$ cat config.mk
export PLATFORM = sky130hd
export DESIGN_NAME = rc_receiver_arming_handler
export DESIGN_NICKNAME = d
export VERILOG_FILES = /design/src/rcah_pkg.sv /design/src/rcah_lane.sv /design/src/rcah_merge.sv /design/src/rc_receiver_arming_handler.sv
export SDC_FILE = /design/constraint.sdc
export NUM_CORES = 1
export LEC_CHECK = 0
export ABC_AREA = 0
export BUFFER_PORTS_ARGS = -buffer_cell sky130_fd_sc_hd__buf_2
export CAP_MARGIN = 10
export CORE_MARGIN = 5
export CORE_UTILIZATION = 50
export DETAILED_ROUTE_END_ITERATION = 16
export PLACE_DENSITY = 0.73
export SETUP_SLACK_MARGIN = 0.5
export SYNTH_ARGS = -nofsm -noshare
export SYNTH_HDL_FRONTEND = slang
export SYNTH_SLANG_ARGS = --single-unit
$ cat constraint.sdc
create_clock -name aclk -period 10.9 [get_ports aclk]
set_clock_uncertainty 0.1 [all_clocks]
set_input_delay 0.545 -clock aclk [delete_from_list [all_inputs] [get_ports aclk]]
set_output_delay 0.545 -clock aclk [all_outputs]
set_load 0.01 [all_outputs]
$ cat src/rcah_pkg.sv
// Shared constants, codes and types of the RC receiver arming handler.
`default_nettype none

package rcah_pkg;

    localparam int NumPulses   = 8;
    localparam int NumChannels = 8;
    localparam int PulseW      = 12;
    localparam int TimeW       = 32;
    localparam int ChanIdxW    = 3;
    localparam int NumSticks   = 4;
    localparam int MapW        = 24;
    localparam int SlotKill    = 4;
    localparam int SlotMode    = 5;
    localparam int SlotAux1    = 6;
    localparam int SlotAux2    = 7;
    localparam int SlotYaw     = 2;
    localparam int SlotThrust  = 3;

    localparam logic [PulseW-1:0] PulseMin   = 12'd900;
    localparam logic [PulseW-1:0] PulseMax   = 12'd2200;
    localparam logic [PulseW-1:0] ModeHigh   = 12'd1790;
    localparam logic [PulseW-1:0] ModeMid    = 12'd1240;
    localparam logic [PulseW-1:0] SwitchMid  = 12'd1514;
    localparam logic [TimeW-1:0]  HoldLimit  = 32'd1000;
    localparam logic [TimeW-1:0]  FrameGap   = 32'd20;

    localparam logic [MapW-1:0]   ChannelMapReset  = 24'hFAC688;
    localparam logic [PulseW-1:0] ArmThrottleReset = 12'd1100;
    localparam logic [PulseW-1:0] ArmYawReset      = 12'd1900;
    localparam logic [PulseW-1:0] DisarmYawReset   = 12'd1100;

    typedef logic [PulseW-1:0] pulse_t;

    typedef enum logic [1:0] {
        EV_NONE,
        EV_ARM,
        EV_DISARM,
        EV_KILL
    } arm_event_t;

    typedef enum logic [1:0] {
        MR_NONE,
        MR_MANUAL,
        MR_ATTITUDE
    } mode_request_t;

    typedef enum logic [1:0] {
        MODE_LOW,
        MODE_MID,
        MODE_HIGH
    } mode_pos_t;

    typedef enum logic [1:0] {
        CFG_CHANNEL_MAP,
        CFG_ARM_THROTTLE,
        CFG_ARM_YAW,
        CFG_DISARM_YAW
    } cfg_index_t;

    typedef struct packed {
        logic in_range;
        logic above_switch;
        logic above_mode_mid;
        logic above_mode_high;
    } lane_flags_t;

    typedef struct packed {
        logic [MapW-1:0] channel_map;
        pulse_t          arm_throttle_limit;
        pulse_t          arm_yaw_limit;
        pulse_t          disarm_yaw_limit;
    } cfg_t;

    typedef struct packed {
        logic          accepted;
        logic          rc_lost;
        pulse_t        stick_x;
        pulse_t        stick_y;
        pulse_t        stick_z;
        pulse_t        stick_f;
        logic          kill_on;
        mode_pos_t     mode_position;
        logic          aux1_on;
        logic          aux2_on;
        arm_event_t    arm_event;
        mode_request_t mode_request;
    } result_t;

endpackage

`default_nettype wire

$ cat src/rcah_lane.sv
// One channel lane: range check and switch thresholds of a single pulse width.
`default_nettype none

module rcah_lane
    import rcah_pkg::*;
(
    input  pulse_t      pulse,
    output lane_flags_t flags
);

    always_comb begin
        flags.in_range        = (pulse >= PulseMin) && (pulse <= PulseMax);
        flags.above_switch    = pulse > SwitchMid;
        flags.above_mode_mid  = pulse > ModeMid;
        flags.above_mode_high = pulse > ModeHigh;
    end

endmodule

`default_nettype wire

$ cat src/rcah_merge.sv
// Merging stage: frame gate, failsafe, stick latch and the arm/disarm hold timer.
`default_nettype none

module rcah_merge
    import rcah_pkg::*;
(
    input  logic                              aclk,
    input  logic                              aresetn,
    input  logic                              take,
    input  pulse_t      [NumPulses-1:0]       pulses,
    input  lane_flags_t [NumPulses-1:0]       flags,
    input  logic        [TimeW-1:0]           time_ms,
    input  logic                              is_armed,
    input  cfg_t                              cfg,
    output result_t                           result
);

    logic [TimeW-1:0]          last_frame_reg, last_frame_next;
    logic [TimeW-1:0]          last_check_reg, last_check_next;
    logic [TimeW-1:0]          hold_reg, hold_next;
    pulse_t [NumSticks-1:0]    stick_reg, stick_next;
    logic                      kill_reg, kill_next;
    mode_pos_t                 mode_reg, mode_next;
    logic                      aux1_reg, aux1_next;
    logic                      aux2_reg, aux2_next;

    logic [TimeW-1:0]          gap;
    logic [TimeW-1:0]          dt;
    logic [TimeW:0]            sum;
    logic [TimeW-1:0]          hold_sat;
    logic [TimeW-1:0]          hold_cand;
    logic                      pass;
    logic                      lost;
    logic                      good;
    logic                      in_position;
    pulse_t [NumSticks-1:0]    stick_new;
    logic                      kill_new;
    mode_pos_t                 mode_new;
    logic                      aux1_new;
    logic                      aux2_new;
    lane_flags_t               mode_flags;
    arm_event_t                ev;
    arm_event_t                ev_hold;
    mode_request_t             mr;
    logic [TimeW-1:0]          hold_upd;

    function automatic logic [ChanIdxW-1:0] slot_index(logic [MapW-1:0] map, int slot);
        return map[slot*ChanIdxW +: ChanIdxW];
    endfunction

    always_comb begin
        gap  = time_ms - last_frame_reg;
        pass = gap >= FrameGap;
        lost = 1'b0;
        for (int i = 0; i < NumChannels; i++) begin
            if (!flags[i].in_range) begin
                lost = 1'b1;
            end
        end
        good = pass && !lost;

        for (int s = 0; s < NumSticks; s++) begin
            stick_new[s] = pulses[slot_index(cfg.channel_map, s)];
        end
        kill_new   = flags[slot_index(cfg.channel_map, SlotKill)].above_switch;
        aux1_new   = flags[slot_index(cfg.channel_map, SlotAux1)].above_switch;
        aux2_new   = flags[slot_index(cfg.channel_map, SlotAux2)].above_switch;
        mode_flags = flags[slot_index(cfg.channel_map, SlotMode)];
        if (mode_flags.above_mode_high) begin
            mode_new = MODE_HIGH;
        end else if (mode_flags.above_mode_mid) begin
            mode_new = MODE_MID;
        end else begin
            mode_new = MODE_LOW;
        end

        dt       = time_ms - last_check_reg;
        sum      = {1'b0, hold_reg} + {1'b0, dt};
        hold_sat = sum[TimeW] ? '1 : sum[TimeW-1:0];
        if (is_armed) begin
            in_position = (stick_new[SlotThrust] < cfg.arm_throttle_limit)
                       && (stick_new[SlotYaw] < cfg.disarm_yaw_limit);
            ev_hold     = EV_DISARM;
        end else begin
            in_position = (stick_new[SlotThrust] < cfg.arm_throttle_limit)
                       && (stick_new[SlotYaw] > cfg.arm_yaw_limit);
            ev_hold     = EV_ARM;
        end
        hold_cand = in_position ? hold_sat : '0;

        if (kill_new) begin
            if (hold_cand > HoldLimit) begin
                ev       = ev_hold;
                hold_upd = '0;
            end else begin
                ev       = EV_NONE;
                hold_upd = hold_cand;
            end
        end else begin
            ev       = is_armed ? EV_KILL : EV_NONE;
            hold_upd = hold_reg;
        end

        case (mode_new)
            MODE_LOW:  mr = MR_MANUAL;
            MODE_MID:  mr = MR_ATTITUDE;
            MODE_HIGH: mr = MR_NONE;
            default:   mr = MR_NONE;
        endcase
    end

    always_comb begin
        last_frame_next = last_frame_reg;
        last_check_next = last_check_reg;
        hold_next       = hold_reg;
        stick_next      = stick_reg;
        kill_next       = kill_reg;
        mode_next       = mode_reg;
        aux1_next       = aux1_reg;
        aux2_next       = aux2_reg;
        if (take && pass) begin
            last_frame_next = time_ms;
        end
        if (take && good) begin
            last_check_next = time_ms;
            hold_next       = hold_upd;
            stick_next      = stick_new;
            kill_next       = kill_new;
            mode_next       = mode_new;
            aux1_next       = aux1_new;
            aux2_next       = aux2_new;
        end
    end

    always_ff @(posedge aclk) begin
        if (!aresetn) begin
            last_frame_reg <= '0;
            last_check_reg <= '0;
            hold_reg       <= '0;
            stick_reg      <= '0;
            kill_reg       <= 1'b0;
            mode_reg       <= MODE_LOW;
            aux1_reg       <= 1'b0;
            aux2_reg       <= 1'b0;
        end else begin
            last_frame_reg <= last_frame_next;
            last_check_reg <= last_check_next;
            hold_reg       <= hold_next;
            stick_reg      <= stick_next;
            kill_reg       <= kill_next;
            mode_reg       <= mode_next;
            aux1_reg       <= aux1_next;
            aux2_reg       <= aux2_next;
        end
    end

    always_comb begin
        result.accepted      = good;
        result.rc_lost       = pass && lost;
        result.stick_x       = good ? stick_new[0] : stick_reg[0];
        result.stick_y       = good ? stick_new[1] : stick_reg[1];
        result.stick_z       = good ? stick_new[2] : stick_reg[2];
        result.stick_f       = good ? stick_new[3] : stick_reg[3];
        result.kill_on       = good ? kill_new : kill_reg;
        result.mode_position = good ? mode_new : mode_reg;
        result.aux1_on       = good ? aux1_new : aux1_reg;
        result.aux2_on       = good ? aux2_new : aux2_reg;
        result.arm_event     = good ? ev : EV_NONE;
        result.mode_request  = good ? mr : MR_NONE;
    end

endmodule

`default_nettype wire

$ cat src/rc_receiver_arming_handler.sv
// Top level of the RC receiver arming handler: stream ports, configuration and output buffer.
`default_nettype none

// The block takes one radio frame per clock cycle while the skid register is empty, and returns
// one result per frame, in order. A result reaches the master side from an output register
// backed by one skid register, so a stalled master does not stop the next frame from entering.
// The frame gate, failsafe check, stick latch and hold timer all work combinationally on the
// frame as it is taken, since every frame depends on the state the previous one leaves behind.
// Eight channel lanes check ranges and switch thresholds side by side. Configuration writes
// are always ready and take effect on the next frame.

module rc_receiver_arming_handler
    import rcah_pkg::*;
(
    input  logic         aclk,
    input  logic         aresetn,
    input  logic         s_tvalid,
    output logic         s_tready,
    // pulse_ch0..pulse_ch7 (12 bits each), time_ms (32 bits)
    input  logic [127:0] s_tdata,
    // is_armed
    input  logic [0:0]   s_tuser,
    output logic         m_tvalid,
    input  logic         m_tready,
    // accepted, rc_lost, stick_x, stick_y, stick_z, stick_f (12 bits each), kill_on,
    // mode_position (2), aux1_on, aux2_on, arm_event (2), mode_request (2), zero fill
    output logic [63:0]  m_tdata,
    input  logic         cfg_valid,
    output logic         cfg_ready,
    input  logic [1:0]   cfg_index,
    input  logic [23:0]  cfg_data
);

    cfg_t                  cfg_reg, cfg_next;
    pulse_t      [NumPulses-1:0] pulses;
    lane_flags_t [NumPulses-1:0] flags;
    logic [TimeW-1:0]      time_ms;
    logic                  take;
    result_t               result;
    logic [63:0]           result_data;
    logic                  out_valid_reg, out_valid_next;
    logic [63:0]           out_data_reg, out_data_next;
    logic                  skid_valid_reg, skid_valid_next;
    logic [63:0]           skid_data_reg, skid_data_next;

    assign cfg_ready = 1'b1;

    always_comb begin
        cfg_next = cfg_reg;
        if (cfg_valid) begin
            case (cfg_index_t'(cfg_index))
                CFG_CHANNEL_MAP:  cfg_next.channel_map        = cfg_data;
                CFG_ARM_THROTTLE: cfg_next.arm_throttle_limit = cfg_data[PulseW-1:0];
                CFG_ARM_YAW:      cfg_next.arm_yaw_limit      = cfg_data[PulseW-1:0];
                CFG_DISARM_YAW:   cfg_next.disarm_yaw_limit   = cfg_data[PulseW-1:0];
                default:          cfg_next = cfg_reg;
            endcase
        end
    end

    always_ff @(posedge aclk) begin
        if (!aresetn) begin
            cfg_reg.channel_map        <= ChannelMapReset;
            cfg_reg.arm_throttle_limit <= ArmThrottleReset;
            cfg_reg.arm_yaw_limit      <= ArmYawReset;
            cfg_reg.disarm_yaw_limit   <= DisarmYawReset;
        end else begin
            cfg_reg <= cfg_next;
        end
    end

    always_comb begin
        for (int i = 0; i < NumPulses; i++) begin
            pulses[i] = s_tdata[i*PulseW +: PulseW];
        end
        time_ms = s_tdata[NumPulses*PulseW +: TimeW];
    end

    for (genvar g = 0; g < NumPulses; g++) begin : g_lane
        rcah_lane u_lane (
            .pulse (pulses[g]),
            .flags (flags[g])
        );
    end

    assign s_tready = !skid_valid_reg;
    assign take     = s_tvalid && s_tready;

    rcah_merge u_merge (
        .aclk     (aclk),
        .aresetn  (aresetn),
        .take     (take),
        .pulses   (pulses),
        .flags    (flags),
        .time_ms  (time_ms),
        .is_armed (s_tuser[0]),
        .cfg      (cfg_reg),
        .result   (result)
    );

    assign result_data = {5'b0,
                          result.mode_request,
                          result.arm_event,
                          result.aux2_on,
                          result.aux1_on,
                          result.mode_position,
                          result.kill_on,
                          result.stick_f,
                          result.stick_z,
                          result.stick_y,
                          result.stick_x,
                          result.rc_lost,
                          result.accepted};

    always_comb begin
        out_valid_next  = out_valid_reg;
        out_data_next   = out_data_reg;
        skid_valid_next = skid_valid_reg;
        skid_data_next  = skid_data_reg;
        if (!out_valid_reg || m_tready) begin
            if (skid_valid_reg) begin
                out_valid_next  = 1'b1;
                out_data_next   = skid_data_reg;
                skid_valid_next = 1'b0;
            end else if (take) begin
                out_valid_next = 1'b1;
                out_data_next  = result_data;
            end else begin
                out_valid_next = 1'b0;
            end
        end else if (take) begin
            skid_valid_next = 1'b1;
            skid_data_next  = result_data;
        end
    end

    always_ff @(posedge aclk) begin
        if (!aresetn) begin
            out_valid_reg  <= 1'b0;
            skid_valid_reg <= 1'b0;
        end else begin
            out_valid_reg  <= out_valid_next;
            skid_valid_reg <= skid_valid_next;
        end
        out_data_reg  <= out_data_next;
        skid_data_reg <= skid_data_next;
    end

    assign m_tvalid = out_valid_reg;
    assign m_tdata  = out_data_reg;

endmodule

`default_nettype wire

# Yosys cells after proc, flatten, opt, wreduce, memory -nomap -nowiden
# Index checks and enable logic that the tools add are counted.
# totals
in_bits	160
reg_bits	329
output_inout_bits	67
# classes
addsub	3
order_cmp	53
eq_ne	4
reduce_logical	30
n_mux	49
bitwise_logic	2
# op_table
op	n
12-bit by 11-bit greater-than comparator with 1-bit output (second input constant)	24
12-bit binary-select mux with 3-bit select	4
59-bit two-way mux	2
12-bit by 10-bit >= comparator with 1-bit output (second input constant)	8
12-bit <= comparator (second input constant)	8
12-bit two-way mux	8
32-bit two-way mux	3
32-bit subtractor	2
4-bit binary-select mux with 3-bit select	4
32-bit by 32-bit adder with 33-bit output	1
32-bit by 5-bit >= comparator with 1-bit output (second input constant)	1
32-bit by 10-bit greater-than comparator with 1-bit output (second input constant)	1
3-bit by 4-bit less-than comparator with 1-bit output (second input constant)	8
12-bit less-than comparator	2
2-bit two-way mux	9
1-bit logical AND	15
1-bit two-way mux	15
2-bit AND reduction	7
12-bit greater-than comparator	1
3-bit two-way mux	3
2-bit by 1-bit equality test with 1-bit output (second input constant)	2
2-bit equality test (second input constant)	2
2-bit logical NOT	2
2-bit case mux with 2 select lines	1
other kinds (5)	8

# Depth between registers and ports, before layout
# depth
word_depth	15
ltp_mapped	28

# Modules after synthesis
# Synthesis repeated with hierarchy kept, for this count alone.
# hier_totals
cells_unflattened	2419
area_unflattened_um2	23981.8
# modules_own_cells
module	seq_area_each_um2	cells_each	area_each_um2	n_inst
rcah_merge	2982.9	1814	16114.2	1
rc_receiver_arming_handler	4784.6	437	6786.5	1
rcah_lane	0.0	21	135.1	8

# Worst setup path before layout
# No wires, ideal clock.
# synth_path
path_type	input-to-reg
start	input port s_tdata[96]
end	register u_merge.hold_reg[0]
setup_slack_ns	4.836
path_buffers	1
setup_time_ns	0.072
t_arrival_ns	5.893
stages	26
path_cell_list	inv_1 > ha_1 > inv_1 > fa_1 > a21o_1 > a21oi_1 > o21ai_0 > a211o_1 > a32oi_1 > o21ai_0 > a21o_1 > a21oi_1 > xnor2_1 > ha_1 > nand2_1 > o211ai_1 > a21o_1 > a221o_1 > or2_2 > xor2_1 > or4_1 > nor4_1 > and2_1 > clkbuf_1 > o211ai_1 > mux2i_1
# synth_via
elab_chain_cells	6
elab_cells_between_ends	11
# synth_lines
element	line	rtl
start: declaration	rc_receiver_arming_handler.sv:20	input logic [127:0] s_tdata,
32-bit subtractor	rcah_merge.sv:77	dt = time_ms - last_check_reg;
32-bit by 32-bit adder with 33-bit output	rcah_merge.sv:78	sum = {1'b0, hold_reg} + {1'b0, dt};
32-bit two-way mux	rcah_merge.sv:79	hold_sat = sum[TimeW] ? '1 : sum[TimeW-1:0];
32-bit two-way mux	rcah_merge.sv:89	hold_cand = in_position ? hold_sat : '0;
32-bit by 10-bit greater-than comparator with 1-bit output	rcah_merge.sv:92	if (hold_cand > HoldLimit) begin
32-bit two-way mux	rcah_merge.sv:92	
end signal: assignment	rcah_merge.sv:148	hold_reg <= hold_next;
end: declaration	rcah_merge.sv:20	logic [TimeW-1:0] hold_reg, hold_next;
# Several ways; a longest one is shown, not always the timed one.
# A chain may end at the register's enable or synchronous reset.

# Worst setup path in the final report
# layout_path
start	register u_merge.last_check_reg[0]
end	register u_merge.hold_reg[2]
# layout_via
elab_chain_cells	6
# layout_lines
element	line	rtl
start: declaration	rcah_merge.sv:19	logic [TimeW-1:0] last_check_reg, last_check_next;
start signal: assignment	rcah_merge.sv:147	last_check_reg <= last_check_next;
32-bit subtractor *	rcah_merge.sv:77	
32-bit by 32-bit adder with 33-bit output *	rcah_merge.sv:78	
32-bit two-way mux *	rcah_merge.sv:79	
32-bit two-way mux *	rcah_merge.sv:89	
32-bit by 10-bit greater-than comparator with 1-bit output	rcah_merge.sv:92	
32-bit two-way mux *	rcah_merge.sv:92	
# Every way passes the cells marked *; elsewhere a longest branch is shown, timed or not.

==> summary.md <==
| Metric | Value |
|---|---|
| Total clock sinks | `329` |
| # nets final | `2941` |
| Clk slew on worst S/H paths | `0.06 ns` |
| Mean Syn Cell Area | `9.534 um2` |
| Die span in x | `229.7 um` |
| DRC viols | `0` |
| CP Capture Type | `flip-flop` |
| Leak Pwr | `10.49 nW` |
| Status | `finished, final reports clean` |
| Total GRT Usage | `27.69%` |
| Synth Instances | `2532` |
| Post-synthesis cell area | `24140 um2` |
| Placed cell count | `3224` |
| Port Buf Inserts | `220` |
| Post-DR wirelength/cell | `23.06 um` |
| Area share of the largest cell type after synthesis | `17.50%` |
| Final setup viols | `0` |
| Placed Area | `25460 um2` |
| Post-Route WL | `76020 um` |
| CTS Buf Count | `38` |
| Max reg flops | `60` |
| Die area | `52770 um2` |
| Hold-fix buffers, CTS | `0` |
| Critical path type | `reg2reg` |
| Largest net degree at the start of global routing | `107` |
| Power Density | `126.7 nW/um2` |
| Resized Gates After CTS | `0` |
| Seq/Total Area, Yosys | `32.18%` |
| Chip Height | `229.7 um` |
| Cell taking the most area after synthesis | `dfxtp_1` |
| Setup crit start kind | `flip-flop` |
| Final Hold Fails | `0` |
| Rows | `80` |
| CP Data Arrival Time | `7.04 ns` |
| Critical path data required time | `11.30 ns` |
| Crit path largest cell delay | `0.54 ns` |
| Top post-synthesis cells by area | `dfxtp_1 17%, edfxtp_1 15%, mux4_2 9.6%, ha_1 6.6%, nand2_1 6.3%` |
| Ys flop type | `dfxtp_1` |
| Cell variety after synth | `86` |
| Routed vias | `20892` |
| Root Driver | `clkbuf_16` |
| Crit path top cell by count | `a21o_1` |
| Detail Route Antenna Nets | `0` |
| Core ar. | `47750 um2` |
| Worst hold slack | `0.07337 ns` |
| Post-synth EDFFs | `118` |
| Vias in the first global route | `20870` |
| Post-CTS setup buffer count | `0` |
| GPL Wtd Cong | `0.9743` |
| Crit-path cells | `ha_1 > inv_1 > fa_1 > a21o_1 > a21oi_1 > o21ai_0 > a211o_1 > a32oi_1 > o21ai_0 > a21o_1 > a21oi_1 > xnor2_1 > ha_1 > nand2_1 > o211ai_1 > a21o_1 > a221o_1 > or2_2 > xor2_1 > or4_1 > nor4_1 > and2_1 > o211ai_1 > mux2i_1` |
| Hold crit path type | `in2reg` |
| CP max-delay cell | `or4_1` |
| Antenna violations before repair | `5` |
| Dpl ws | `4.000 ns` |
| Slew HR | `18.99%` |
| Share of flip-flops with an asynchronous set or reset | `0%` |
| Global-route wire length before repair | `116800 um` |
| CTS Buffer Depth | `3` |
| Worst skew pair latency | `0.59 ns` |
| WP buf/inv | `1` |
| Flop and latch count out of synthesis | `329` |
| TritonCTS clock tree | `done` |
| RSZ-0062 raised after global routing | `no` |
| Pins Over Slew Limit | `0` |
| VDD IR max | `90.77 uV` |
| Layout cells sized above 1 | `21.72%` |
| Crit path max fanout | `10` |
| Worst-margin pin slew | `1.213 ns` |
| DRT Pass-1 Iters | `5` |
| Fill count | `4153` |
| Overall power | `3.392 mW` |
| Post-route cell area | `26770 um2` |
| Final setup margin | `4.254 ns` |
| Starting DRT DRC Count | `2020` |
| H-tree Lvls | `2` |
| Minimum clock period | `6.646 ns` |
| TNS Setup | `0 ns` |
| Final core occ | `56.08%` |
| Reg-to-reg setup timing slack | `4.25 ns` |
| Fmax | `150.5 MHz` |
| Io pins | `227` |
| Vias per cell | `6.339` |
| CP top delay family | `compound AO/OA/AOI/OAI gates` |
| DP HPWL | `56180 um` |
| Area Growth Syn to Fin | `10.92%` |
| Max Cap Viol | `0` |
| Final Non-Filler Cells | `3296` |
| Synth warn | `0` |
| Fin crit share | `60.97%` |
| Initial core utilization | `50.56%` |
| Grt ovf | `0` |
cells by family (layout without fill, tap and decap cells):
group / Yosys count / count (layout) / synth area share, %
fa+ha+maj: 131 / 131 / 6.883
other cells: 2 / 7 / 0.03111
buf+inv: 292 / 436 / 5.012
simple gates: 813 / 813 / 15.81
mux: 391 / 391 / 23.44
xor+xnor: 59 / 59 / 2.141
flops: 329 / 329 / 32.18
compound gates: 515 / 515 / 14.51
layout by cell type, fill, tap and decap left out, types with 27 or more instances in the layout:
master     Yosys  layout
a21o_1        64      64
a21oi_1      152     152
buf_2         10     219
clkbuf_16      0      38
dfxtp_1      211     211
edfxtp_1     118     118
ha_1         128     128
inv_1        128     126
mux2_2        80      80
mux2_4        71      71
mux2i_1      137     137
mux4_2       103     103
nand2_1      407     407
nand3_1       55      54
nand4_1       34      34
nor2_1       104     103
nor3_1        50      50
nor3b_1       28      27
o211ai_1      45      45
o21ai_0       47      47
xnor2_1       33      33
report_power, final:
part,internal [mW],switching [mW]
clock,0.778,0.551
combinational,0.287,0.448
sequential,1.31,0.0223
total,2.37,1.02
worst min-delay path, cell delays in order:
cell     delay [ns]
buf_2          0.08
nand2_1        0.04
nand3_1        0.07
metal layers:
layer  part of all wire [%]  wire (um)  GRT usage [%]
met1                     39      29560          34.24
met2                     47      35940          46.81
met3                    7.9       5996          5.070
met4                    5.9       4492          13.58
met5                  0.043         33              0
Yosys cell counts, types with 16 or more instances:
cell and number:
mux2i_1 137, buf_1 16, o31ai_1 23, mux4_2 103
xor2_1 26, ha_1 128, mux2_4 71, edfxtp_1 118
o211ai_1 45, mux2_2 80, a21oi_1 152, dfxtp_1 211
a21o_1 64, nor2b_1 17, xnor2_1 33, a211oi_1 20
clkbuf_1 121, nand2_1 407, o21bai_1 17, nand2b_1 20
o21a_1 16, nand3_1 55, o21ai_0 47, nand4_1 34
a31oi_1 25, nor3_1 50, nor3b_1 28, nor2_1 104
inv_1 128
path summary, 6_finish.rpt:
kind                            cells after the start                                   start                                  to
worst max-delay path                               24  u_merge.last_check_reg[0]$_SDFFE_PN0P_    u_merge.hold_reg[2]$_SDFFE_PN0P_
worst min-delay path                                3                            cfg_data[21]            cfg_reg[57]$_SDFFE_PN1P_
worst max register to register                     24  u_merge.last_check_reg[0]$_SDFFE_PN0P_    u_merge.hold_reg[2]$_SDFFE_PN0P_
worst min register to register                      2      u_merge.stick_reg[23]$_SDFFE_PN0P_  u_merge.stick_reg[23]$_SDFFE_PN0P_
layout make-up:
type | instances | area (um2) | area share, %
inverters | 128 | 480.5 | 1.794
multi-input cells | 1915 | 15210 | 56.82
repair buffers | 238 | 1242 | 4.640
clock inverters | 15 | 255.2 | 0.9533
clock buffers | 55 | 1045 | 3.902
flip-flops and latches | 329 | 7767 | 29.01
well taps | 615 | 769.5 | 2.874
diodes | 1 | 2.502 | 0.009346
Power figures use the tool's default switching activity.
